[src/hw/rtl/cpr_pkg.sv]
`timescale 1ns / 1ps

package cpr_pkg;

	// Default geometry
	localparam int FRAMES_DEF    = 4;
	localparam int PAGE_BITS_DEF = 16;

	// Fixed field widths
	localparam int PAGE_W  = 16;
	localparam int INDEX_W = 2;
	localparam int FAULT_W = 32;

	localparam logic [FAULT_W-1:0] FAULT_MAX = {FAULT_W{1'b1}};

endpackage

[src/hw/rtl/cpr_page_mem.sv]
`timescale 1ns / 1ps

// Page number store: one write port, one registered read port.
module cpr_page_mem #(
	parameter int DEPTH = cpr_pkg::FRAMES_DEF,
	parameter int WIDTH = cpr_pkg::PAGE_BITS_DEF,
	localparam int AW   = $clog2(DEPTH)
) (
	input  logic             clk,
	input  logic             wr_en,
	input  logic [AW-1:0]    wr_addr,
	input  logic [WIDTH-1:0] wr_data,
	input  logic             rd_en,
	input  logic [AW-1:0]    rd_addr,
	output logic [WIDTH-1:0] rd_data
);

	logic [WIDTH-1:0] mem_q [DEPTH];

	always_ff @(posedge clk) begin
		if (wr_en) begin
			mem_q[wr_addr] <= wr_data;
		end
		if (rd_en) begin
			rd_data <= mem_q[rd_addr];
		end
	end

endmodule

[src/hw/rtl/clock_page_replacement.sv]
`timescale 1ns / 1ps

// Channel  Dir  Handshake                Payload
// in       in   in_valid / in_ready      page_number
// out      out  out_valid / out_ready    hit, frame_index, fault_total
//
// One item at a time. Lookup reads one frame per cycle from the page store
// through a single comparator. After a miss, the hand steps one frame per
// cycle, clearing set reference bits, until it reaches a clear one, and
// the victim is written there.
// Reset (arst_n low) empties every frame, parks the hand at frame 0 and
// clears the fault count. No clearing pass: valid bits gate the store.
// A result waits in the output register; if it is still held when the
// next one is ready, the sequencer stalls on that final step.
module clock_page_replacement #(
	parameter int FRAMES    = cpr_pkg::FRAMES_DEF,
	parameter int PAGE_BITS = cpr_pkg::PAGE_BITS_DEF
) (
	input  logic                         clk,
	input  logic                         arst_n,
	input  logic                         in_valid,
	output logic                         in_ready,
	input  logic [cpr_pkg::PAGE_W-1:0]   page_number,
	output logic                         out_valid,
	input  logic                         out_ready,
	output logic                         hit,
	output logic [cpr_pkg::INDEX_W-1:0]  frame_index,
	output logic [cpr_pkg::FAULT_W-1:0]  fault_total
);

	import cpr_pkg::*;

	localparam int IW = $clog2(FRAMES);          // frame index width
	localparam int CW = $clog2(FRAMES + 1);      // lookup issue counter width
	localparam logic [IW-1:0] LAST_FRAME = IW'(FRAMES - 1);
	localparam logic [CW-1:0] ISSUE_END  = CW'(FRAMES);

	localparam logic [1:0] ST_IDLE  = 2'd0;
	localparam logic [1:0] ST_LOOK  = 2'd1;
	localparam logic [1:0] ST_SWEEP = 2'd2;

	logic [1:0]           state_q;
	logic [PAGE_BITS-1:0] page_q;
	logic [CW-1:0]        issue_q;
	logic                 chk_vld_s1;
	logic [IW-1:0]        chk_idx_s1;
	logic [PAGE_BITS-1:0] rd_page_s1;
	logic [FRAMES-1:0]    frame_valid_q;
	logic [FRAMES-1:0]    frame_ref_q;
	logic [IW-1:0]        hand_q;
	logic [FAULT_W-1:0]   fault_q;

	logic                 out_valid_q;
	logic                 hit_q;
	logic [INDEX_W-1:0]   frame_index_q;
	logic [FAULT_W-1:0]   fault_total_q;

	// Input page masked to PAGE_BITS (zero-extended when wider)
	logic [PAGE_BITS+PAGE_W-1:0] page_ext;
	logic [PAGE_BITS-1:0]        page_in;

	logic               out_free;
	logic               issue_more;
	logic               is_match;
	logic               look_miss;
	logic               victim;
	logic               finish_hit;
	logic               finish_miss;
	logic               rd_en;
	logic [IW-1:0]      hand_next;
	logic [FAULT_W-1:0] fault_next;
	logic [IW+1:0]      chk_idx_ext;
	logic [IW+1:0]      hand_ext;

	assign page_ext = {{PAGE_BITS{1'b0}}, page_number};
	assign page_in  = page_ext[PAGE_BITS-1:0];

	assign in_ready   = (state_q == ST_IDLE);
	assign out_free   = !out_valid_q || out_ready;
	assign issue_more = (issue_q != ISSUE_END);

	// Shared comparator on the registered store read
	assign is_match = (state_q == ST_LOOK) && chk_vld_s1 &&
		frame_valid_q[chk_idx_s1] && (rd_page_s1 == page_q);
	// Every frame checked, none matched
	assign look_miss = (state_q == ST_LOOK) && !chk_vld_s1 && !issue_more;
	// Hand sits on a frame whose reference bit is clear
	assign victim = (state_q == ST_SWEEP) && !frame_ref_q[hand_q];

	assign finish_hit  = is_match && out_free;
	assign finish_miss = victim && out_free;

	assign rd_en     = (state_q == ST_LOOK) && issue_more && !is_match;
	assign hand_next = (hand_q == LAST_FRAME) ? '0 : hand_q + 1'b1;
	assign fault_next = (fault_q == FAULT_MAX) ? fault_q : fault_q + 1'b1;

	assign chk_idx_ext = {2'b00, chk_idx_s1};
	assign hand_ext    = {2'b00, hand_q};

	cpr_page_mem #(
		.DEPTH (FRAMES),
		.WIDTH (PAGE_BITS)
	) u_page_mem (
		.clk     (clk),
		.wr_en   (finish_miss),
		.wr_addr (hand_q),
		.wr_data (page_q),
		.rd_en   (rd_en),
		.rd_addr (issue_q[IW-1:0]),
		.rd_data (rd_page_s1)
	);

	// Control state
	always_ff @(posedge clk or negedge arst_n) begin
		if (!arst_n) begin
			state_q       <= ST_IDLE;
			issue_q       <= '0;
			chk_vld_s1    <= 1'b0;
			frame_valid_q <= '0;
			frame_ref_q   <= '0;
			hand_q        <= '0;
			fault_q       <= '0;
			out_valid_q   <= 1'b0;
		end else begin
			// result register: load on finish, drop once taken
			if (finish_hit || finish_miss) begin
				out_valid_q <= 1'b1;
			end else if (out_ready) begin
				out_valid_q <= 1'b0;
			end
			unique case (state_q)
				ST_IDLE: begin
					if (in_valid) begin
						issue_q    <= '0;
						chk_vld_s1 <= 1'b0;
						state_q    <= ST_LOOK;
					end
				end
				ST_LOOK: begin
					if (is_match) begin
						// hold until the output register frees up
						if (out_free) begin
							frame_ref_q[chk_idx_s1] <= 1'b1;
							state_q                 <= ST_IDLE;
						end
					end else if (look_miss) begin
						state_q <= ST_SWEEP;
					end else begin
						chk_vld_s1 <= issue_more;
						if (issue_more) begin
							issue_q <= issue_q + 1'b1;
						end
					end
				end
				ST_SWEEP: begin
					if (victim) begin
						if (out_free) begin
							frame_valid_q[hand_q] <= 1'b1;
							frame_ref_q[hand_q]   <= 1'b1;
							hand_q                <= hand_next;
							fault_q               <= fault_next;
							state_q               <= ST_IDLE;
						end
					end else begin
						// second chance: clear and move on
						frame_ref_q[hand_q] <= 1'b0;
						hand_q              <= hand_next;
					end
				end
				default: begin
					state_q <= ST_IDLE;
				end
			endcase
		end
	end

	// Payload
	always_ff @(posedge clk) begin
		if (in_ready && in_valid) begin
			page_q <= page_in;
		end
		if (rd_en) begin
			chk_idx_s1 <= issue_q[IW-1:0];
		end
		if (finish_hit) begin
			hit_q         <= 1'b1;
			frame_index_q <= chk_idx_ext[INDEX_W-1:0];
			fault_total_q <= fault_q;
		end else if (finish_miss) begin
			hit_q         <= 1'b0;
			frame_index_q <= hand_ext[INDEX_W-1:0];
			fault_total_q <= fault_next;
		end
	end

	assign out_valid   = out_valid_q;
	assign hit         = hit_q;
	assign frame_index = frame_index_q;
	assign fault_total = fault_total_q;

	// A result never overwrites one that is still waiting
	a_no_overwrite: assert property (@(posedge clk) disable iff (!arst_n)
		(finish_hit || finish_miss) |-> out_free)
		else $error("result register overwritten");

	// A hit leaves its frame referenced
	a_hit_ref: assert property (@(posedge clk) disable iff (!arst_n)
		finish_hit |=> frame_ref_q[$past(chk_idx_s1)])
		else $error("hit frame not referenced");

	// A fault leaves the victim valid and referenced
	a_victim_fill: assert property (@(posedge clk) disable iff (!arst_n)
		finish_miss |=> frame_valid_q[$past(hand_q)] && frame_ref_q[$past(hand_q)])
		else $error("victim frame not filled");

	// Fault count steps by one per fault, or stays saturated
	a_fault_step: assert property (@(posedge clk) disable iff (!arst_n)
		finish_miss |=> (fault_q == $past(fault_q) + 1'b1) ||
			($past(fault_q) == FAULT_MAX && fault_q == FAULT_MAX))
		else $error("fault count step wrong");

endmodule

[config.mk]
export PLATFORM = sky130hd
export DESIGN_NAME = clock_page_replacement
export DESIGN_NICKNAME = d
export VERILOG_FILES = /design/src/hw/rtl/cpr_pkg.sv /design/src/hw/rtl/cpr_page_mem.sv /design/src/hw/rtl/clock_page_replacement.sv
export SDC_FILE = /design/constraint.sdc
export NUM_CORES = 1
export LEC_CHECK = 0
export BUFFER_PORTS_ARGS = -buffer_cell sky130_fd_sc_hd__buf_4
export CAP_MARGIN = 30
export CELL_PAD_IN_SITES_DETAIL_PLACEMENT = 1
export CELL_PAD_IN_SITES_GLOBAL_PLACEMENT = 1
export CORE_AREA = 2 2 141 143
export CTS_BUF_LIST = sky130_fd_sc_hd__clkbuf_8
export DETAILED_ROUTE_END_ITERATION = 8
export DIE_AREA = 0 0 143 145
export PLACE_DENSITY_LB_ADDON = 0.1
export SLEW_MARGIN = 20
export SYNTH_ARGS = -nofsm -noshare
export SYNTH_HDL_FRONTEND = slang
export SYNTH_HIERARCHICAL = 1
export SYNTH_SLANG_ARGS = --single-unit
[constraint.sdc]
create_clock -name clk -period 3.95 [get_ports clk]
set_input_delay 0.79 -clock clk [delete_from_list [all_inputs] [get_ports clk]]
set_output_delay 0.79 -clock clk [all_outputs]
set_load 0.02 [all_outputs]
Word-level counts from Yosys, hierarchy flattened
Memory sizes are Yosys's and may differ from the RTL's. A register that Yosys moved wholly into a read port is not among the register bits. Cells that the tools add are included.

Register bits after elaboration: 102. RAM bits: 64. Input bits: 20. Output and inout bits: 37. Word-level logic and storage cells: 113. Memories: 1.

Add/subtract/negate cells: 3. Order comparisons: 4. Equal/unequal tests: 16. Muxes and demuxes: 40. Bitwise gates (word level): 5. Reductions and logical operators: 31.

Memory list: u_page_mem.mem_q (words 4, bits a word 16, read ports 1, clocked after memory_dff 1, wr ports 1, line cpr_page_mem.sv:18) `logic [WIDTH-1:0] mem_q [DEPTH];`.

Operators by type and width (count): $mux W32 (3); $add A32 B1 Y32 const B (1); $eq A32 B32 Y1 const B (1); $mux W2 (10); $eq A16 B16 Y1 (1); $mux W4 (4); $ne A2 B2 Y1 const B (8); $logic_and A1 B1 Y1 (13); $mux W3 (4); $or A4 B4 Y4 (3); $mux W1 (11); $ne A3 B3 Y1 const B (3); $pmux W4 S2 (1); $reduce_and A4 Y1 (2); $reduce_bool A2 Y1 (4); $lt A2 B3 Y1 const B (2); $pmux W2 S3 (1); $pmux W3 S2 (1); $reduce_and A3 Y1 (2); $logic_not A1 Y1 (5); $reduce_and A5 Y1 (1); $and A4 B4 Y4 (1); $bmux W1 S2 (2); $demux W1 S2 (2); other kinds (10) (13).

Depth between registers and ports, before layout
Word-level depth: 8. Mapped depth: 10. Gate-level depth less buffers: 7.

By module
Netlist, hierarchy kept.

Modules (own cells, without submodules): clock_page_replacement (instances 1, cells an instance 393, area an instance 4854.7 sq um, seq. area each 2807.7 sq um); cpr_page_mem (instances 1, cells an instance 104, area an instance 2857.7 sq um, seq. area each 2402.3 sq um).

Worst setup path after synthesis
OpenSTA, ideal clock, no wires.

Path kind: register to register. Start: register hand_q[0]. End: memory u_page_mem/mem_q[0][0] (netlist bit), enable pin. Setup time: 413 ps. Arrival: 2704 ps. Data required time: 3537 ps. Setup slack: 833 ps. Stages on the path, launching flop included: 6. Buffers on the path: 0. Clock period less this slack: 3117 ps. Path through: dfrtp_1 mux4_2 nor2_1 nand2_1 clkinv_2 nor3b_1.

Cells in the longest elaborated chain, start to end: 7.

Ends and longest elaborated chain: start, declared (line clock_page_replacement.sv:50) `logic [IW-1:0] hand_q;`; start signal, assigned (line clock_page_replacement.sv:160) `hand_q <= hand_next;`; start signal, assigned (line clock_page_replacement.sv:167) `hand_q <= hand_next;`; $bmux W1 S2 (line clock_page_replacement.sv:88) `assign victim = (state_q == ST_SWEEP) && !frame_ref_q[hand_q];`; $mux W1 (not written as such) (line clock_page_replacement.sv:88); $logic_not A1 Y1 (line clock_page_replacement.sv:88); $logic_and A1 B1 Y1 (line clock_page_replacement.sv:88); $logic_and A1 B1 Y1 (line clock_page_replacement.sv:91) `assign finish_miss = victim && out_free;`; via finish_miss (line clock_page_replacement.sv:68) `logic finish_miss;`; $mux W1 (line cpr_page_mem.sv:21) `if (wr_en) begin`; $mux W1 (not written as such) (line cpr_page_mem.sv:22) `mem_q[wr_addr] <= wr_data;`; end, declared (line cpr_page_mem.sv:18).

The timed path passes the listed nets, and every way through them passes these cells. The select of a mux whose other input is x is not followed.

Worst setup path after layout
Start: register hand_q[0]. End: register fault_q[17].

Cells in the longest elaborated chain, start to end: 5.

Ends and longest elaborated chain: $bmux W1 S2 (line clock_page_replacement.sv:88); $mux W1 (not written as such) (line clock_page_replacement.sv:88); $logic_not A1 Y1 (line clock_page_replacement.sv:88); $logic_and A1 B1 Y1 (line clock_page_replacement.sv:88); $reduce_and A3 Y1 (no line); end signal, assigned (line clock_page_replacement.sv:161) `fault_q <= fault_next;`; end, declared (line clock_page_replacement.sv:51) `logic [FAULT_W-1:0] fault_q;`.

Every way passes these cells. The select of a mux whose other input is x is not followed. A chain may end at the register's enable or synchronous reset.

==> flow_metrics.tcl <==
set metrics [dict create \
    ys_ff_latch 182 \
    ctsHoldBuffers 0 \
    first_pass_iters 4 \
    drv_cap 0 \
    hpwl_um 10200 \
    overflow 0 \
    slowest_stage "nor2_2" \
    synth_warnings 6 \
    clk_path_buf_depth 2 \
    async_flop_share_pct 26.9 \
    critical_path.n_buffers_inverters 0 \
    finish.utilization_pct 46.0 \
    grt_use_total_pct 16.5 \
    synthTopCellsByArea "edfxtp_1 (51%), dfrtp_1 (16%), xnor2_1 (4.8%)" \
    n_antenna_cell 0 \
    synth_top_area_share_pct 51.4 \
    layout-drive-gt1-share_pct 24.2 \
    yosysUniqueCellTypes 53 \
    r2r_end "fault_q[17]" \
    use_met3_pct 3.27 \
    path_cells "mux4_2, nor2_1, nand2_1, nor2_2, nand4_1, xnor2_1" \
    worstMarginPinSlew_ns 0.829 \
    wire_per_inst_um 18.6 \
    rsz0062_at_grt "no" \
    cp.required_ns 4.32 \
    slew_violations 0 \
    period_minus_slack_ns 2.63 \
    post-cts-setup-buffer-count 0 \
    use_met2_pct 28.6 \
    finalCritPeriodShare_pct 66.5 \
    grt.met1_usage_pct 20.7 \
    synth-main-ff-cell "edfxtp_1" \
    syn_inst 497 \
    startpoint_type "flip-flop" \
    arrival_ns 2.99 \
    reg2reg_setup_slack_ns 1.32 \
    grt_pass1_wl_um 25900 \
    cp-startpoint "hand_q[0]" \
    outcome "completed" \
    ant_nets 0 \
    reg2regPathDepth 6 \
    cts_inserted_buffers 17 \
    synth.largest_area_cell "edfxtp_1" \
    core_area_um2 19200 \
    finalSetupTns_ns 0 \
    crit_path_end_kind "flip-flop" \
    fin_cells 848 \
    syn_nets 524 \
    netlist_area_um2 7710 \
    peakVddDrop_v 0.000286 \
    skew_ns 0.0191 \
    start_util_pct 40.2 \
    drc_errors 0 \
    busiest_layer "met2" \
    synth_edf_count 132 \
    fin_area_um2 8840 \
    wl_um 15800 \
    placed_cells_incl_taps 816 \
    setup_viol 0 \
    fin_nets 597 \
    path_delay_family "simple AND/OR/NAND/NOR gates" \
    synth_area_per_cell_um2 15.5 \
    row_count 51 \
    pwr_density_cell_nw_per_um2 532 \
    io_pins 57 \
    hold_viol 0 \
    regToRegStartpoint "hand_q[0]" \
    worstHoldPathType "primary input to asynchronous set/reset pin" \
    vias_per_cell 5.05 \
    p_leak_nw 3.46 \
    ctsRootBufferMaster "clkbuf_8" \
    critPathKind "flip-flop to flip-flop" \
    yosysSeqAreaShare_pct 67.6 \
    yosysMostFrequentCell "edfxtp_1" \
    floorplan.die_area_um2 20700 \
    clk_pin_slew_ns 0.11 \
    drtIter0Drc 201 \
    vias 4284 \
    synth_common_cells "edfxtp_1 (132), dfrtp_1 (49), xnor2_1 (42)" \
    cts_resized 0 \
    clk_latency_ns 0.48 \
    cts_tree "yes" \
    dieHeight_um 145 \
    cts.sinks 182 \
    grt_max_degree 50 \
    fmax_mhz 381 \
    htreeDepth 4 \
    syn_to_final_growth_pct 14.6 \
    place_area_um2 8440 \
    first_global_vias 4684 \
    globalplace.congestion 0.753 \
    dieWidth_um 143 \
    critPathMaxStageDelay_ns 0.66 \
    antenna_found_initial 0 \
    cp_max_fo 14 \
    portBuffers 56 \
    maxSlewHeadroom_pct 44.8 \
]
[how the worst max path moves through the flow]
stage | slack [ns] | cells past startpoint | end
after floorplan | 0.83 | 5 | u_page_mem/mem_q[0][0]
after global placement | 1.33 | 6 | issue_q[0]
after detailed placement | 1.31 | 6 | fault_q[17]
after CTS | 1.28 | 6 | fault_q[17]
after global routing | 1.07 | 6 | fault_q[21]
final | 1.32 | 6 | fault_q[17]
[worst reg2reg max path, cell delays in order, from the launching register on]
cell and delay [ns]:
dfrtp_1 0.60, mux4_2 0.61, nor2_1 0.14, nand2_1 0.15, nor2_2 0.66, nand4_1 0.20, xnor2_1 0.16
[registers in the layout (all words and copies together) (netlist names), 3 cells and up, named ones only]
signal / count
u_page_mem/mem_q: 64
u_page_mem/rd_data: 16
fault_total: 32
fault_q: 32
issue_q: 3
page_q: 16
frame_valid_q: 4
[final cells by class]
| type | count | area, um^2 |
|---|---|---|
| multi-input cells | 296 | 2370 |
| inverters | 6 | 23.8 |
| clock buffers | 17 | 234 |
| repair buffers | 67 | 510 |
| well taps | 265 | 332 |
| fillers | 1945 | 10400 |
| clock inverters | 15 | 159 |
| flip-flops and latches | 182 | 5210 |
[stage by stage]
stage               hold WS, ns  power [mW]  setup WS, ns
floorplan                 0.423        3.21         0.833
finish                    0.363        4.70          1.32
global route              0.400        4.94          1.07
global placement          0.445        3.46          1.33
detailed placement        0.447        3.52          1.31
CTS                       0.366        4.77          1.28
[kinds of logic (layout without fill, tap and decap cells)]
logic type / Yosys count / after routing / share of synthesized area [%]
simple gates: 160 / 160 / 11.8
fa+ha+maj: 7 / 7 / 1.14
compound gates: 29 / 29 / 2.69
xor+xnor: 78 / 78 / 8.86
mux: 22 / 22 / 6.13
buf+inv: 19 / 105 / 1.82
flops: 182 / 182 / 67.6
[layer usage]
layer  part of all wire, %  vias up
li1                      -     1983
met5                     0        -
met4                   1.4        0
met1                    43     2223
met3                   2.5       15
met2                    53       63
[layout by cell type, fill, tap and decap left out, types with 12 or more instances in the layout]
cell	count
clkbuf_8	17
nand2_1	41
buf_4	66
nand4_1	12
xor2_1	36
dfrtp_1	49
mux4_2	12
nor2_1	22
xnor2_1	42
nand3_1	19
edfxtp_1	132
[power by group]
part,switching [mW],internal [mW]
Combinational,0.487,0.434
Clock,0.767,0.476
Sequential,0.176,2.36
Total,1.43,3.27
Power figures use the tool's default switching activity.
